===== src/hw/rtl/kvmp_pkg.sv =====
package kvmp_pkg;

    // Characters that the parser recognizes.
    localparam logic [7:0] CH_NL   = 8'h0A;
    localparam logic [7:0] CH_CR   = 8'h0D;
    localparam logic [7:0] CH_TAB  = 8'h09;
    localparam logic [7:0] CH_SP   = 8'h20;
    localparam logic [7:0] CH_HASH = 8'h23;
    localparam logic [7:0] CH_EQ   = 8'h3D;
    localparam logic [7:0] CH_0    = 8'h30;
    localparam logic [7:0] CH_9    = 8'h39;

    // Key lengths of the two recognized keys.
    localparam logic [3:0] CODE_KEY_LEN    = 4'd4;
    localparam logic [3:0] VERSION_KEY_LEN = 4'd7;
    localparam logic [3:0] KEY_POS_MAX     = 4'd8;

    // One input transaction.
    typedef struct packed {
        logic [7:0] data_byte;
        logic       byte_present;
        logic       end_of_text;
    } t_in_item;

    // One result transaction.
    typedef struct packed {
        logic        marker_found;
        logic [31:0] code_value;
        logic [7:0]  version_char;
        logic        char_present;
        logic [4:0]  char_position;
        logic        run_last;
    } t_out_item;

    // Commands from the controller to the datapath.
    typedef struct packed {
        logic take;   // process the input byte of the accepted transaction
        logic close;  // close the open line at end of text
        logic rd;     // read the version store at the emission index
        logic load;   // load the output register
        logic adv;    // advance the emission index
        logic clear;  // return all parser state to its reset value
    } t_cmd;

    // Status from the datapath to the controller.
    typedef struct packed {
        logic out_free;  // output register can take a new result this cycle
        logic last;      // the result being formed is the last of the run
    } t_status;

    function automatic logic is_blank(input logic [7:0] c);
        return (c == CH_SP) || (c == CH_TAB) || (c == CH_CR);
    endfunction

    function automatic logic is_digit(input logic [7:0] c);
        return (c >= CH_0) && (c <= CH_9);
    endfunction

    // Characters of the key "code".
    function automatic logic [7:0] code_key_char(input logic [1:0] pos);
        logic [7:0] ch;
        unique case (pos)
            2'd0: ch = 8'h63;
            2'd1: ch = 8'h6F;
            2'd2: ch = 8'h64;
            2'd3: ch = 8'h65;
            default: ch = 8'h00;
        endcase
        return ch;
    endfunction

    // Characters of the key "version".
    function automatic logic [7:0] version_key_char(input logic [2:0] pos);
        logic [7:0] ch;
        unique case (pos)
            3'd0: ch = 8'h76;
            3'd1: ch = 8'h65;
            3'd2: ch = 8'h72;
            3'd3: ch = 8'h73;
            3'd4: ch = 8'h69;
            3'd5: ch = 8'h6F;
            3'd6: ch = 8'h6E;
            default: ch = 8'h00;
        endcase
        return ch;
    endfunction

endpackage


===== src/hw/rtl/kvmp_ctrl.sv =====
module kvmp_ctrl
    import kvmp_pkg::*;
(
    input  logic    i_clk,
    input  logic    i_rst_n,
    input  logic    i_in_valid,
    input  logic    i_end_of_text,
    input  t_status i_status,
    output t_cmd    o_cmd,
    output logic    o_in_stall
);

    typedef enum logic [1:0] {
        S_RUN,
        S_CLOSE,
        S_READ,
        S_LOAD
    } t_state;

    t_state r_state;

    // Sequencing of byte intake and the end-of-text emission run.
    always_ff @(posedge i_clk) begin
        if (!i_rst_n) begin
            r_state <= S_RUN;
        end else begin
            unique case (r_state)
                S_RUN: begin
                    if (i_in_valid && i_end_of_text) begin
                        r_state <= S_CLOSE;
                    end
                end
                S_CLOSE: begin
                    r_state <= S_READ;
                end
                S_READ: begin
                    r_state <= S_LOAD;
                end
                S_LOAD: begin
                    if (i_status.out_free) begin
                        r_state <= i_status.last ? S_RUN : S_READ;
                    end
                end
                default: begin
                    r_state <= S_RUN;
                end
            endcase
        end
    end

    // Input transactions are taken only while bytes are being parsed.
    assign o_in_stall = (r_state != S_RUN);

    // Commands to the datapath follow the state.
    always_comb begin
        o_cmd       = '0;
        o_cmd.take  = (r_state == S_RUN) && i_in_valid;
        o_cmd.close = (r_state == S_CLOSE);
        o_cmd.rd    = (r_state == S_READ);
        if ((r_state == S_LOAD) && i_status.out_free) begin
            o_cmd.load  = 1'b1;
            o_cmd.clear = i_status.last;
            o_cmd.adv   = !i_status.last;
        end
    end

endmodule


===== src/hw/rtl/kvmp_dp.sv =====
module kvmp_dp
    import kvmp_pkg::*;
#(
    parameter int VERSION_BYTES = 32
) (
    input  logic      i_clk,
    input  logic      i_rst_n,
    input  t_in_item  i_in,
    input  t_cmd      i_cmd,
    output t_status   o_status,
    input  logic      i_out_stall,
    output logic      o_out_valid,
    output t_out_item o_out
);

    localparam int CAP    = VERSION_BYTES - 1;
    localparam int DEPTH  = 2 * CAP;
    localparam int ADDR_W = (DEPTH > 1) ? $clog2(DEPTH) : 1;
    localparam int LEN_W  = $clog2(VERSION_BYTES);
    localparam int PLEN_W = $clog2(VERSION_BYTES + 1);

    typedef enum logic [1:0] {
        PH_START,
        PH_KEY,
        PH_VALUE,
        PH_SKIP
    } t_phase;

    // Line parsing state.
    t_phase              r_phase, n_phase;
    logic [3:0]          r_key_pos, n_key_pos;
    logic                r_code_alive, n_code_alive;
    logic                r_ver_alive, n_ver_alive;
    logic                r_key_gap, n_key_gap;
    logic                r_is_code, n_is_code;
    logic                r_is_ver, n_is_ver;
    logic [31:0]         r_pnum, n_pnum;
    logic                r_num_nonempty, n_num_nonempty;
    logic                r_num_err, n_num_err;
    logic [PLEN_W-1:0]   r_plen, n_plen;
    logic [LEN_W-1:0]    r_ptrim, n_ptrim;
    logic                r_too_long, n_too_long;
    logic                r_vgap, n_vgap;

    // Results kept across lines.
    logic [31:0]         r_code, n_code;
    logic                r_code_seen, n_code_seen;
    logic [LEN_W-1:0]    r_slen, n_slen;
    logic                r_sel, n_sel;
    logic [LEN_W-1:0]    r_idx, n_idx;

    // Version store: two banks, one holds the accepted string, one takes the next.
    logic [7:0]          r_mem [DEPTH];
    logic [7:0]          r_mem_q;
    logic                mem_we;
    logic [ADDR_W-1:0]   wr_addr;
    logic [ADDR_W-1:0]   rd_addr;

    // Output register.
    logic                r_out_valid;
    t_out_item           r_out;
    t_out_item           out_next;

    logic [7:0]          c;
    logic                blank;
    logic                take;
    logic                line_close;
    logic                value_go;
    logic                num_err_t;
    logic [35:0]         prod;
    logic                single;
    logic                last;
    logic                out_free;

    // Key matcher outputs for the current byte.
    logic [3:0]          k_pos;
    logic                k_code_alive;
    logic                k_ver_alive;
    logic                k_gap;

    assign c     = i_in.data_byte;
    assign blank = is_blank(c);
    assign take  = i_cmd.take && i_in.byte_present;

    // The value starts at its first non-blank byte.
    assign value_go = !((r_plen == '0) && blank);

    // Decimal accumulation: times ten is two shifted adds.
    assign prod = ({4'b0, r_pnum} << 3) + ({4'b0, r_pnum} << 1) + {32'b0, c[3:0]};

    // Key matching against both candidate keys at once.
    always_comb begin
        k_pos        = r_key_pos;
        k_code_alive = r_code_alive;
        k_ver_alive  = r_ver_alive;
        k_gap        = r_key_gap;
        if (blank) begin
            k_gap = 1'b1;
        end else begin
            k_code_alive = r_code_alive && !r_key_gap && (r_key_pos < CODE_KEY_LEN)
                           && (code_key_char(r_key_pos[1:0]) == c);
            k_ver_alive  = r_ver_alive && !r_key_gap && (r_key_pos < VERSION_KEY_LEN)
                           && (version_key_char(r_key_pos[2:0]) == c);
            if (r_key_pos < KEY_POS_MAX) begin
                k_pos = r_key_pos + 4'd1;
            end
        end
    end

    // Next state of the parser.
    always_comb begin
        n_phase        = r_phase;
        n_key_pos      = r_key_pos;
        n_code_alive   = r_code_alive;
        n_ver_alive    = r_ver_alive;
        n_key_gap      = r_key_gap;
        n_is_code      = r_is_code;
        n_is_ver       = r_is_ver;
        n_pnum         = r_pnum;
        n_num_nonempty = r_num_nonempty;
        n_num_err      = r_num_err;
        n_plen         = r_plen;
        n_ptrim        = r_ptrim;
        n_too_long     = r_too_long;
        n_vgap         = r_vgap;
        n_code         = r_code;
        n_code_seen    = r_code_seen;
        n_slen         = r_slen;
        n_sel          = r_sel;
        num_err_t      = r_num_err;

        line_close = !i_cmd.clear && (i_cmd.close || (take && (c == CH_NL)));

        // A newline, end of text or the end of a run starts a fresh line.
        if (i_cmd.clear || line_close) begin
            n_phase        = PH_START;
            n_key_pos      = 4'd0;
            n_code_alive   = 1'b1;
            n_ver_alive    = 1'b1;
            n_key_gap      = 1'b0;
            n_is_code      = 1'b0;
            n_is_ver       = 1'b0;
            n_pnum         = 32'd0;
            n_num_nonempty = 1'b0;
            n_num_err      = 1'b0;
            n_plen         = '0;
            n_ptrim        = '0;
            n_too_long     = 1'b0;
            n_vgap         = 1'b0;
        end

        if (i_cmd.clear) begin
            n_code      = 32'd0;
            n_code_seen = 1'b0;
            n_slen      = '0;
            n_sel       = 1'b0;
        end else if (line_close) begin
            // Commit a well-formed value of a recognized key.
            if (r_phase == PH_VALUE) begin
                if (r_is_code && r_num_nonempty && !r_num_err) begin
                    n_code      = r_pnum;
                    n_code_seen = 1'b1;
                end else if (r_is_ver && !r_too_long) begin
                    n_sel  = !r_sel;
                    n_slen = r_ptrim;
                end
            end
        end else if (take) begin
            unique case (r_phase)
                PH_START: begin
                    if (!blank) begin
                        if (c == CH_HASH) begin
                            n_phase = PH_SKIP;
                        end else if (c == CH_EQ) begin
                            n_phase = PH_VALUE;
                        end else begin
                            n_phase      = PH_KEY;
                            n_key_pos    = k_pos;
                            n_code_alive = k_code_alive;
                            n_ver_alive  = k_ver_alive;
                            n_key_gap    = k_gap;
                        end
                    end
                end
                PH_KEY: begin
                    if (c == CH_EQ) begin
                        n_is_code = r_code_alive && (r_key_pos == CODE_KEY_LEN);
                        n_is_ver  = r_ver_alive && (r_key_pos == VERSION_KEY_LEN);
                        n_phase   = PH_VALUE;
                    end else begin
                        n_key_pos    = k_pos;
                        n_code_alive = k_code_alive;
                        n_ver_alive  = k_ver_alive;
                        n_key_gap    = k_gap;
                    end
                end
                PH_VALUE: begin
                    if (value_go) begin
                        if (blank) begin
                            n_vgap = 1'b1;
                        end else begin
                            num_err_t      = r_num_err || r_vgap || !is_digit(c);
                            n_num_nonempty = 1'b1;
                            if (!num_err_t) begin
                                n_pnum    = prod[31:0];
                                num_err_t = (prod[35:32] != 4'd0);
                            end
                            n_num_err = num_err_t;
                            if (r_plen >= PLEN_W'(CAP)) begin
                                n_too_long = 1'b1;
                            end else begin
                                n_ptrim = LEN_W'(r_plen) + LEN_W'(1);
                            end
                        end
                        if (r_plen < PLEN_W'(VERSION_BYTES)) begin
                            n_plen = r_plen + PLEN_W'(1);
                        end
                    end
                end
                PH_SKIP: begin
                end
                default: begin
                end
            endcase
        end
    end

    // Version bytes go into the bank that is not currently accepted.
    assign mem_we  = take && (c != CH_NL) && (r_phase == PH_VALUE) && value_go
                     && r_is_ver && (r_plen < PLEN_W'(CAP));
    assign wr_addr = (r_sel ? ADDR_W'(0) : ADDR_W'(CAP)) + ADDR_W'(r_plen);
    assign rd_addr = (r_sel ? ADDR_W'(CAP) : ADDR_W'(0)) + ADDR_W'(r_idx);

    always_ff @(posedge i_clk) begin
        if (mem_we) begin
            r_mem[wr_addr] <= c;
        end
        if (i_cmd.rd) begin
            r_mem_q <= r_mem[rd_addr];
        end
    end

    // Emission index within the run.
    always_comb begin
        n_idx = r_idx;
        if (i_cmd.clear) begin
            n_idx = '0;
        end else if (i_cmd.adv) begin
            n_idx = r_idx + LEN_W'(1);
        end
    end

    // Parser registers.
    always_ff @(posedge i_clk) begin
        if (!i_rst_n) begin
            r_phase        <= PH_START;
            r_key_pos      <= 4'd0;
            r_code_alive   <= 1'b1;
            r_ver_alive    <= 1'b1;
            r_key_gap      <= 1'b0;
            r_is_code      <= 1'b0;
            r_is_ver       <= 1'b0;
            r_pnum         <= 32'd0;
            r_num_nonempty <= 1'b0;
            r_num_err      <= 1'b0;
            r_plen         <= '0;
            r_ptrim        <= '0;
            r_too_long     <= 1'b0;
            r_vgap         <= 1'b0;
            r_code         <= 32'd0;
            r_code_seen    <= 1'b0;
            r_slen         <= '0;
            r_sel          <= 1'b0;
            r_idx          <= '0;
        end else begin
            r_phase        <= n_phase;
            r_key_pos      <= n_key_pos;
            r_code_alive   <= n_code_alive;
            r_ver_alive    <= n_ver_alive;
            r_key_gap      <= n_key_gap;
            r_is_code      <= n_is_code;
            r_is_ver       <= n_is_ver;
            r_pnum         <= n_pnum;
            r_num_nonempty <= n_num_nonempty;
            r_num_err      <= n_num_err;
            r_plen         <= n_plen;
            r_ptrim        <= n_ptrim;
            r_too_long     <= n_too_long;
            r_vgap         <= n_vgap;
            r_code         <= n_code;
            r_code_seen    <= n_code_seen;
            r_slen         <= n_slen;
            r_sel          <= n_sel;
            r_idx          <= n_idx;
        end
    end

    // A run without a code or without a version is a single bare result.
    assign single = !r_code_seen || (r_slen == '0);
    assign last   = single || (({1'b0, r_idx} + {{LEN_W{1'b0}}, 1'b1}) == {1'b0, r_slen});

    always_comb begin
        out_next.marker_found  = r_code_seen;
        out_next.code_value    = r_code_seen ? r_code : 32'd0;
        out_next.version_char  = single ? 8'h00 : r_mem_q;
        out_next.char_present  = !single;
        out_next.char_position = single ? 5'd0 : 5'(r_idx);
        out_next.run_last      = last;
    end

    // Output register: holds a result until the consumer takes it.
    assign out_free = !r_out_valid || !i_out_stall;

    always_ff @(posedge i_clk) begin
        if (!i_rst_n) begin
            r_out_valid <= 1'b0;
        end else if (i_cmd.load) begin
            r_out_valid <= 1'b1;
        end else if (!i_out_stall) begin
            r_out_valid <= 1'b0;
        end
    end

    always_ff @(posedge i_clk) begin
        if (i_cmd.load) begin
            r_out <= out_next;
        end
    end

    assign o_status.out_free = out_free;
    assign o_status.last     = last;
    assign o_out_valid       = r_out_valid;
    assign o_out             = r_out;

endmodule


===== src/hw/rtl/key_value_marker_parser_top.sv =====
// Key/value marker parser. The block takes a text one byte per input transaction, at one
// transaction per cycle while o_in_stall is low, and tracks the lines "code = <decimal>" and
// "version = <string>" (keys and values trimmed of space, tab and CR, the last acceptable
// line of each key wins). A transaction with end_of_text set closes the text: the input
// then stalls while the open line is committed and, for each result, the version store is
// read and the output register loaded, also while the consumer stalls the output.
// The run gives one result per version character, or a single result when no code or no
// version was found, and the last result carries run_last. The version store is a
// double-banked memory of 2*(VERSION_BYTES-1) bytes; a version longer than VERSION_BYTES-1
// bytes is dropped. After the last result is loaded, all state is back at reset and the
// next text can start while that result still waits to be taken.
module key_value_marker_parser_top
    import kvmp_pkg::*;
#(
    parameter int VERSION_BYTES = 32
) (
    input  logic      i_clk,
    input  logic      i_rst_n,
    input  logic      i_in_valid,
    output logic      o_in_stall,
    input  t_in_item  i_in,
    output logic      o_out_valid,
    input  logic      i_out_stall,
    output t_out_item o_out
);

    t_cmd    cmd;
    t_status status;

    // Sequencer for byte intake and the emission run.
    kvmp_ctrl u_ctrl (
        .i_clk         (i_clk),
        .i_rst_n       (i_rst_n),
        .i_in_valid    (i_in_valid),
        .i_end_of_text (i_in.end_of_text),
        .i_status      (status),
        .o_cmd         (cmd),
        .o_in_stall    (o_in_stall)
    );

    // Line parser, version store and output register.
    kvmp_dp #(
        .VERSION_BYTES (VERSION_BYTES)
    ) u_dp (
        .i_clk       (i_clk),
        .i_rst_n     (i_rst_n),
        .i_in        (i_in),
        .i_cmd       (cmd),
        .o_status    (status),
        .i_out_stall (i_out_stall),
        .o_out_valid (o_out_valid),
        .o_out       (o_out)
    );

endmodule


===== config.mk =====
export PLATFORM = sky130hd
export DESIGN_NAME = key_value_marker_parser_top
export DESIGN_NICKNAME = d
export VERILOG_FILES = /design/src/hw/rtl/kvmp_pkg.sv /design/src/hw/rtl/kvmp_ctrl.sv /design/src/hw/rtl/kvmp_dp.sv /design/src/hw/rtl/key_value_marker_parser_top.sv
export SDC_FILE = /design/constraint.sdc
export NUM_CORES = 1
export LEC_CHECK = 0
export BUFFER_PORTS_ARGS = -buffer_cell sky130_fd_sc_hd__buf_2
export CAP_MARGIN = 10
export CORE_ASPECT_RATIO = 1.2
export CORE_MARGIN = 4
export CORE_UTILIZATION = 40
export CTS_CLUSTER_SIZE = 20
export DETAILED_ROUTE_END_ITERATION = 12
export PLACE_DENSITY_LB_ADDON = 0.05
export SYNTH_ARGS = -nofsm -noshare
export SYNTH_HDL_FRONTEND = slang
export SYNTH_SLANG_ARGS = --single-unit

===== constraint.sdc =====
create_clock -name i_clk -period 4.3 [get_ports i_clk]
set_input_delay 0.645 -clock i_clk [delete_from_list [all_inputs] [get_ports i_clk]]
set_output_delay 0.645 -clock i_clk [all_outputs]
set_load 0.02 [all_outputs]

Word-level counts from Yosys, hierarchy flattened
Memories as Yosys holds them, arrays and structs flattened. A register that Yosys moved wholly into a read port is not among the register bits.
Index checks and enable logic that the tools add are counted.

storage, ports and cells
  register bits after elaboration = 153
  bits in latches = 0
  RAM bits = 496
  bits in read-only memories = 0
  input bits = 14
  output and inout bits = 50
  logic and storage cells = 259
  memories = 1

memory list
  memory      depth  bits a word  rd ports  clocked after memory_dff  wr ports  RTL line       source
  u_dp.r_mem  62     8            1         1                         1         kvmp_dp.sv:53  logic [7:0] r_mem [DEPTH];

operators by class
  add/subtract/negate cells = 9
  $mul = 0
  div/mod/pow operators = 0
  order comparisons = 8
  equality and inequality tests = 29
  shifts and indexed selects = 0
  mux-type cells = 126
  bitwise operators = 2
  reductions and logical operators = 57

operators by type and width
  kind                   number
  $mux W32               8
  $mux W1                70
  $mux W5                10
  $pmux W7 S7            1
  $mux W6                7
  $add A35 B33 Y36       1
  $add A36 B4 Y36        1
  $mux W4                9
  $pmux W8 S4            1
  $eq A8 B4 Y1 const B   3
  $eq A8 B6 Y1 const B   3
  $logic_and A1 B1 Y1    24
  $mux W2                11
  $eq A8 B8 Y1           2
  $mux W8                2
  $logic_not A1 Y1       12
  $add A5 B1 Y5 const B  2
  $eq A2 B2 Y1 const B   5
  $eq A3 B3 Y1 const B   3
  $logic_or A1 B1 Y1     9
  $eq A4 B3 Y1 const B   2
  $ge A8 B6 Y1 const B   1
  $le A8 B6 Y1 const B   1
  $lt A4 B3 Y1 const B   2
  other kinds (31)       41

Longest topological paths before layout
Gate-level depths: netlist of run 1.

  depth in word-level cells = 16
  depth in mapped cells = 13

Cells and area by module
A second synthesis of run 1 with hierarchy kept.

second synthesis, totals
  cells, all modules = 1808
  area total of the unflattened synthesis = 28392.2 um2

modules (own cells, without submodules)
  module     times used  cells each  area each (um2)  seq. area each (um2)
  kvmp_dp    1           1793        28270.9          18637.9
  kvmp_ctrl  1           15          121.4            40.0

Least setup slack after synthesis of run 1
No wires, ideal clock.

  path kind = input -> register
  start = input i_in[5] in the netlist's numbering
  end = register u_dp.r_num_err
  arrival = 3413 ps
  required time = 4178 ps
  slack = 765 ps
  stages on the path = 13
  path buffers = 0
  path through = inv_1 -> fa_1 -> inv_1 -> fa_1 -> a211oi_1 -> nor4_1 -> nor2_1 -> a211oi_2 -> o211ai_1 -> a211oi_1 -> or4_1 -> a2bb2oi_2 -> a21oi_2

on the way
  word-level cells in the longest chain between the ends = 12
  elaborated cells between the ends (all ways) = 26
  those cells by class = add/sub: 1; order compare: 2; eq/ne: 4; mux: 8; reduce/logical: 11

ends and longest elaborated chain
  item                                                                      RTL line                           source
  start: declaration                                                        key_value_marker_parser_top.sv:21  input t_in_item i_in,
  parallel branches: the longest is 11 deep, another holds $add A36 B4 Y36  --
  $mux W1 (*)                                                               kvmp_dp.sv:152                     if (i_cmd.clear) begin
  end signal: assignment                                                    kvmp_dp.sv:285                     r_num_err <= n_num_err;
  end: declaration                                                          kvmp_dp.sv:39                      logic r_num_err, n_num_err;

Mark *: on every way between the ends.
A chain may end at the register's enable or synchronous reset.

Final worst setup path of run 1
  start = register u_dp.r_sel
  end = register u_dp.r_mem_q[5] (read register of u_dp.r_mem), data pin

on the way
  word-level cells in the longest chain between the ends = 2

ends and longest elaborated chain
  item                      RTL line        source
  start: declaration        kvmp_dp.sv:49   logic r_sel, n_sel;
  start signal: assignment  kvmp_dp.sv:293  r_sel <= n_sel;
  $mux W5                   kvmp_dp.sv:232  assign rd_addr = (r_sel ? ADDR_W'(CAP) : ADDR_W'(0)) + ADDR_W'(r_idx);
  $add A6 B5 Y6             kvmp_dp.sv:232
  end: declaration          kvmp_dp.sv:54   logic [7:0] r_mem_q;

No other way between the ends.

==> results.py, run 1 <==
metrics = {
    "status": {
        "status": "complete, no violations",
    },
    "job": {
        "cap_violations": 0,
    },
    "critical_path": {
        "rr_endpoint": "u_dp.r_mem_q[5]$_DFFE_PP_",
        "crit_top_cell": "mux4_2",
        "cpPeakStageDelay_ns": 0.99,
        "reg2reg_from": "u_dp.r_sel$_SDFFE_PP0P_",
        "cp.required_ns": 4.59,
        "path_class": "reg -> reg",
        "crit_slowest_cell": "fa_4",
        "reg2reg_depth": 7,
        "critPathLaunchType": "flip-flop",
        "critical_path_peak_fanout": 22,
        "r2r_slack_ns": 0.58,
        "crit_chain": "ha_4, fa_4, buf_12, mux4_2, mux4_2, mux2i_1, o21ai_0",
        "endpoint_kind": "flip-flop",
        "cp_data_arrival_time_ns": 4.01,
    },
    "logic_synthesis": {
        "synth_edf_count": 552,
        "ys_seq_area_share_pct": 66.63,
        "ys_types": 77,
        "ys.flop_type": "edfxtp_1",
        "ys_warn_count": 0,
        "syn_nets": 1862,
        "synth_most_common_cell": "edfxtp_1",
        "synth-seq-cells": 657,
        "synth_common_cells": "552 x edfxtp_1, 163 x nand2_1, 152 x mux4_2",
        "ys_async_sr_fraction_pct": 0,
        "yosys.area.top_type_share_pct": 59.13,
        "synthTopCellsByArea": "edfxtp_1 59%, mux4_2 12%, dfxtp_1 7.5%, ha_1 3.7%, nand2_1 2.2%",
        "syn_area_um2": 28030,
        "netlist_instances": 1762,
        "syn_avg_cell_area_um2": 15.91,
        "synth_top_area_cell": "edfxtp_1",
    },
    "sta": {
        "finalHoldViolations": 0,
        "max_freq_ghz": 0.2689,
        "setup-violations-final": 0,
        "rsz0062_at_grt": "false",
        "maxSlewViolCount": 0,
        "slew_headroom_pct": 30.98,
        "tightest_slew_ns": 1.021,
        "fin_setup_tns_ns": 0,
        "layout_min_cycle_time_ns": 3.719,
        "finalCritPeriodShare_pct": 86.49,
        "finClkSkew_ns": 0.02444,
    },
    "global_route": {
        "gr-total-overflow": 0,
        "grt_use_total_pct": 18.75,
        "grt_max_degree": 67,
        "grt_pass1_vias": 16220,
        "antenna_found_initial": 3,
        "grt_pass1_wl_um": 105700,
    },
    "floorplanning": {
        "row_count": 106,
        "core_um2": 69630,
        "pin_count": 64,
        "start_util_pct": 40.26,
        "dieWidth_um": 249.7,
        "die_y_um": 298.0,
        "die_area_um2": 74400,
    },
    "placement": {
        "port-buffer-count": 63,
        "dp_cells": 2800,
        "dpl.hpwl_um": 47510,
        "place_congestion": 0.7924,
        "place_area_um2": 30310,
    },
    "clock_network": {
        "insertion_delay_ns": 0.61,
        "ctsHtreeMaxLevel": 3,
        "cts_repair_resize_count": 0,
        "cts_made_buffers": 70,
        "cts_tree": "built",
        "post_cts_buffers": 0,
        "numClockSinks": 657,
        "clkTransAtPathRegs_ns": 0.06,
        "cts_hold_buf": 0,
        "cts_root_buf": "clkbuf_16",
        "cts_buffer_depth": 3,
    },
    "pwr": {
        "internal-power_mw": 10.86,
        "combinationalPowerShare_pct": 2.3,
        "swShare_pct": 20.17,
        "power_leakage_nw": 10.98,
        "p_switching_mw": 2.745,
        "power.density_nw_per_um2": 415.4,
        "power.share.clock_pct": 46.9,
        "vdd_drop_max_mv": 0.3557,
        "seqPwrFrac_pct": 50.8,
    },
    "hold_path": {
        "hold_class": "in -> reg",
        "min_from": "i_in[4]",
        "min_to": "u_dp.r_mem[52][2]$_DFFE_PP_",
        "min_path_cells": 1,
    },
    "detailed_routing": {
        "dr.pass1.iters": 5,
        "vias": 15560,
        "drt-initial-drc-count": 914,
        "avgRoutedWirePerCell_um": 23.83,
        "drtAntennaViolNets": 0,
        "drc": 0,
        "vias_per_cell": 5.313,
        "drt-total-wl_um": 69760,
    },
    "finish": {
        "drive_gt1_share_pct": 24.58,
        "antenna_cells": 0,
        "final_cells": 2928,
        "nets": 2054,
        "nFillCells": 6045,
        "utilization_pct": 47.04,
        "fin_area_um2": 32750,
        "synthToLayoutAreaGrowth_pct": 16.82,
    },
}
## layer usage
metal	share of wire, %	vias to the layer above	wire, µm	global-route usage (%)
li1	-	7225	-	-
met1	42	7934	29240	24.10
met2	52	301	36260	33.34
met3	4.2	94	2902	3.195
met4	1.9	2	1352	4.424
met5	0.019	-	13	0
## per-stage QoR
step / power (mW) / worst slack (ns) / hold WS (ns)
finish: 13.61 / 0.5809 / 0.3222
global route: 14.08 / 0.3948 / 0.2830
CTS: 13.80 / 0.6345 / 0.2716
detailed placement: 7.378 / 0.2507 / 0.4422
global placement: 7.372 / 0.2792 / 0.4409
floorplan: 7.194 / 0.7652 / 0.4292
## power groups by stage
stage          Sequential (mW)  Clock (mW)  Combinational (mW)
4_1_cts                   6.92        6.56               0.324
3_5_place_dp              7.05           0               0.324
2_1_floorplan             7.06           0               0.133
6_report                  6.92        6.38               0.313
3_3_place_gp              7.05           0               0.318
5_1_grt                   6.91        6.83               0.340
## state kept, by name (all words and copies together), names as in the netlist, 2 cells and up
register	count
u_dp.o_out	48
u_dp.r_phase	2
u_ctrl.r_state	2
u_dp.r_code	32
u_dp.r_ptrim	5
u_dp.r_mem_q	8
u_dp.r_idx	5
u_dp.r_pnum	32
u_dp.r_mem	496
u_dp.r_plen	6
u_dp.r_key_pos	4
u_dp.r_slen	5
## logic make-up (layout without fill, tap and decap cells)
logic type | after synthesis | after routing | synth area share, %
fa+ha+maj | 86 | 86 | 3.945
xor+xnor | 54 | 54 | 1.687
buf+inv | 93 | 341 | 1.406
flops | 657 | 657 | 66.63
compound gates | 226 | 226 | 5.092
mux | 188 | 188 | 13.57
simple gates | 458 | 458 | 7.672
## worst max-delay path, delay by kind of cell, from the launching register on
kind	cells	cell delay, ns
buffers and inverters	1	0.24
muxes	3	1.34
adders and majority gates	2	1.18
AOI/OAI and AO/OA	1	0.24
DFF	1	0.37
## final cells by class
| type | count | area, µm² | area share, % |
|---|---|---|---|
| clock inverter | 42 | 509.2 | 1.555 |
| inverter | 24 | 90.09 | 0.2751 |
| tap | 918 | 1149 | 3.507 |
| multi-input combinational | 1012 | 9010 | 27.51 |
| clock buffer | 86 | 1928 | 5.887 |
| timing repair buffer | 189 | 1386 | 4.233 |
| sequential | 657 | 18680 | 57.03 |
## placed cells by master, fill, tap and decap left out, types with 13 or more instances in the layout
cell / netlist / final
mux2_2: 16 / 16
mux4_2: 152 / 152
inv_1: 24 / 23
a21o_1: 20 / 20
edfxtp_1: 552 / 552
buf_4: 4 / 116
a211oi_1: 15 / 15
xnor2_1: 31 / 29
o21ai_0: 36 / 36
nor2_1: 133 / 133
o21bai_1: 13 / 13
ha_1: 82 / 81
xor2_1: 23 / 23
a21oi_1: 100 / 99
clkbuf_16: 0 / 75
dfxtp_1: 105 / 105
nand3_1: 21 / 21
nor3_1: 19 / 19
buf_2: 24 / 63
nand2_1: 163 / 163
and2_1: 54 / 54
mux2i_1: 19 / 19
## how the worst max path moves through the flow
stage,start,to,slack [ns],cells past startpoint
3_5_place_dp,i_in[5],u_dp.r_num_err$_SDFF_PN0_,0.25,14
6_report,u_dp.r_sel$_SDFFE_PP0P_,u_dp.r_mem_q[5]$_DFFE_PP_,0.58,7
5_1_grt,u_dp.r_pnum[2]$_SDFF_PN0_,u_dp.r_num_err$_SDFF_PN0_,0.39,13
2_1_floorplan,i_in[5],u_dp.r_num_err$_SDFF_PN0_,0.77,13
3_3_place_gp,i_in[5],u_dp.r_num_err$_SDFF_PN0_,0.28,14
4_1_cts,u_dp.r_sel$_SDFFE_PP0P_,u_dp.r_mem_q[7]$_DFFE_PP_,0.63,7
Power figures use the tool's default switching activity.
==> run 2: changes to the inputs <==
--- a/config.mk
+++ b/config.mk
@@ -15,4 +15,5 @@
 export PLACE_DENSITY_LB_ADDON = 0.05
 export SYNTH_ARGS = -nofsm -noshare
 export SYNTH_HDL_FRONTEND = slang
+export SYNTH_HIERARCHICAL = 1
 export SYNTH_SLANG_ARGS = --single-unit
==> run 2 against run 1 <==
Against the previous run:
- register-to-register slack improved by 0.11 ns
- utilization decreased by 0.66 points
- synthesized area increased by 1.3%
- worst setup slack improved by 0.11 ns
- synthesized cell count increased by 2.6%
- largest power group unchanged
- first-iteration DRC count increased by 4.7%
==> results.py, run 2 <==
metrics = {
    "status": {
        "status": "complete, no violations",
    },
    "sta": {
        "tightest_slew_ns": 0.9184,
        "finalCritPeriodShare_pct": 84.03,
        "layout_min_cycle_time_ns": 3.613,
        "finClkSkew_ns": 0.02010,
        "maxSlewViolCount": 0,
        "slew_headroom_pct": 38.55,
        "setup-violations-final": 0,
        "rsz0062_at_grt": "false",
        "max_freq_ghz": 0.2768,
        "finalHoldViolations": 0,
        "setup_slack_ns": 0.6867,
        "holdWs_ns": 0.3411,
        "fin_setup_tns_ns": 0,
    },
    "detailed_routing": {
        "drt-total-wl_um": 72010,
        "vias_per_cell": 5.437,
        "dr.pass1.iters": 5,
        "drt-initial-drc-count": 957,
        "drc": 0,
        "avgRoutedWirePerCell_um": 24.69,
        "drtAntennaViolNets": 0,
        "vias": 15850,
    },
    "logic_synthesis": {
        "synth_most_common_cell": "edfxtp_1",
        "ys_seq_area_share_pct": 65.79,
        "synth_edf_count": 552,
        "ys_types": 74,
        "syn_nets": 1909,
        "yosys.area.top_type_share_pct": 58.38,
        "synthTopCellsByArea": "edfxtp_1 58%, mux4_2 12%, dfxtp_1 7.4%, ha_1 3.7%, nand2_1 2.2%",
        "netlist_instances": 1808,
        "synth_common_cells": "552 x edfxtp_1, 165 x nand2_1, 152 x mux4_2",
        "synth_top_area_cell": "edfxtp_1",
        "synth-seq-cells": 657,
        "syn_avg_cell_area_um2": 15.70,
        "ys.flop_type": "edfxtp_1",
        "syn_area_um2": 28390,
        "ys_warn_count": 6,
        "ys_async_sr_fraction_pct": 0,
    },
    "clock_network": {
        "ctsHtreeMaxLevel": 3,
        "cts_repair_resize_count": 0,
        "clkTransAtPathRegs_ns": 0.06,
        "post_cts_buffers": 0,
        "insertion_delay_ns": 0.60,
        "cts_hold_buf": 0,
        "cts_buffer_depth": 3,
        "cts_tree": "built",
        "cts_made_buffers": 71,
        "numClockSinks": 657,
        "cts_root_buf": "clkbuf_16",
    },
    "placement": {
        "pre_cts_slack_ns": 0.3453,
        "dpl.hpwl_um": 48690,
        "place_congestion": 0.8544,
        "place_area_um2": 30280,
        "dp_cells": 2793,
        "port-buffer-count": 63,
    },
    "critical_path": {
        "cp_top_family": "adder cells",
        "cp_num_cells": 8,
        "endpoint_kind": "flip-flop",
        "critical_path_peak_fanout": 22,
        "cp.required_ns": 4.65,
        "setup.worst_path.end": "u_dp/r_mem_q[6]$_DFFE_PP_",
        "crit_top_cell": "mux4_2",
        "reg2reg_from": "u_dp/r_sel$_SDFFE_PP0P_",
        "path_buf_inv": 1,
        "cp_data_arrival_time_ns": 3.97,
        "rr_endpoint": "u_dp/r_mem_q[6]$_DFFE_PP_",
        "reg2reg_depth": 8,
        "critPathLaunchType": "flip-flop",
        "crit_chain": "ha_4, fa_4, buf_12, mux4_2, mux4_2, mux2_2, nand2_1, o21ai_1",
        "r2r_slack_ns": 0.69,
        "path_class": "reg -> reg",
        "crit_slowest_cell": "fa_4",
        "cpPeakStageDelay_ns": 1.04,
        "critPathLaunch": "u_dp/r_sel$_SDFFE_PP0P_",
    },
    "finish": {
        "nets": 2049,
        "largest_reg_flops": 496,
        "regMostFlops": "u_dp/r_mem",
        "nFillCells": 6159,
        "synthToLayoutAreaGrowth_pct": 14.38,
        "fin_area_um2": 32480,
        "final_common_cell": "edfxtp_1",
        "multiInputGateArea_um2": 9280,
        "seqCellArea_um2": 18680,
        "utilization_pct": 46.38,
        "drive_gt1_share_pct": 22.52,
        "antenna_cells": 0,
        "final_cells": 2916,
        "final_cell_mix": "552 x edfxtp_1, 165 x nand2_1, 152 x mux4_2",
    },
    "hold_path": {
        "hold_class": "in -> reg",
    },
    "floorplanning": {
        "row_count": 106,
        "pin_count": 64,
        "die_y_um": 299.9,
        "start_util_pct": 40.54,
        "dieWidth_um": 251.2,
        "die_area_um2": 75330,
        "core_um2": 70030,
    },
    "pwr": {
        "vdd_drop_max_mv": 0.3205,
        "power_mw": 13.01,
        "power.density_nw_per_um2": 400.6,
        "power_leakage_nw": 11.02,
    },
    "global_route": {
        "antenna_found_initial": 0,
        "grt_use_total_pct": 19.05,
        "grt_max_degree": 68,
        "grt_pass1_vias": 16570,
        "grt_pass1_wl_um": 107500,
        "gr-total-overflow": 0,
    },
    "job": {
        "cap_violations": 0,
    },
}
run 2: cell types whose count changed in the layout (fill, tap and decap cells not counted), moves of 6 or more:
cell	previous run	this run
buf_4	116	73
and2_1	54	46
a31oi_1	4	12
clkbuf_1	10	16
o21ai_1	1	13
bufinv_16	11	4
nor3_1	19	12
o21ai_0	36	29
run 2: where the power goes:
part / total, mW / internal [mW] / switching [mW]
clock network: 5.86 / 3.37 / 2.49
registers: 6.91 / 6.90 / 0.0145
logic: 0.236 / 0.0530 / 0.183
run 2: layout make-up:
class / count / share of cell area, %
multi-input cells: 1048 / 28.58
clock inverters: 33 / 0.9208
clock buffers: 90 / 5.852
flip-flops and latches: 657 / 57.51
inverters: 23 / 0.2658
repair buffers: 147 / 3.336
well taps: 918 / 3.537
run 2: per-layer routing:
| layer | global-route usage [%] | vias up | wire [µm] |
|---|---|---|---|
| met5 | 0 | - | 0 |
| met4 | 7.266 | 0 | 2526 |
| met3 | 2.604 | 101 | 2564 |
| met2 | 33.99 | 303 | 37230 |
| met1 | 23.60 | 8157 | 29680 |
| li1 | - | 7293 | - |
run 2: worst min-delay path by stage:
stage | from | to | slack, ns | cells past startpoint
final | i_rst_n | u_ctrl/r_state[0]$_SDFFE_PN0P_ | 0.34 | 2
after global routing | i_rst_n | u_ctrl/r_state[0]$_SDFFE_PN0P_ | 0.32 | 2
after CTS | i_rst_n | u_ctrl/r_state[0]$_SDFFE_PN0P_ | 0.30 | 2
after detailed placement | u_dp/r_code[4]$_SDFFE_PP0P_ | u_dp/r_code[4]$_SDFFE_PP0P_ | 0.44 | 2
after global placement | u_dp/r_code[11]$_SDFFE_PP0P_ | u_dp/r_code[11]$_SDFFE_PP0P_ | 0.44 | 2
after floorplan | u_dp/r_too_long$_SDFF_PN0_ | u_dp/r_too_long$_SDFF_PN0_ | 0.43 | 2
run 2: logic make-up after synthesis:
| group | count (synthesis) | synth area share (%) |
|---|---|---|
| adder cells (fa/ha/maj) | 87 | 3.940 |
| flip-flops | 657 | 65.79 |
| AO/OA/AOI/OAI | 255 | 5.680 |
| AND/OR/NAND/NOR | 464 | 7.840 |
| buffers and inverters | 103 | 1.697 |
| multiplexers | 186 | 13.33 |
| XOR/XNOR | 56 | 1.727 |
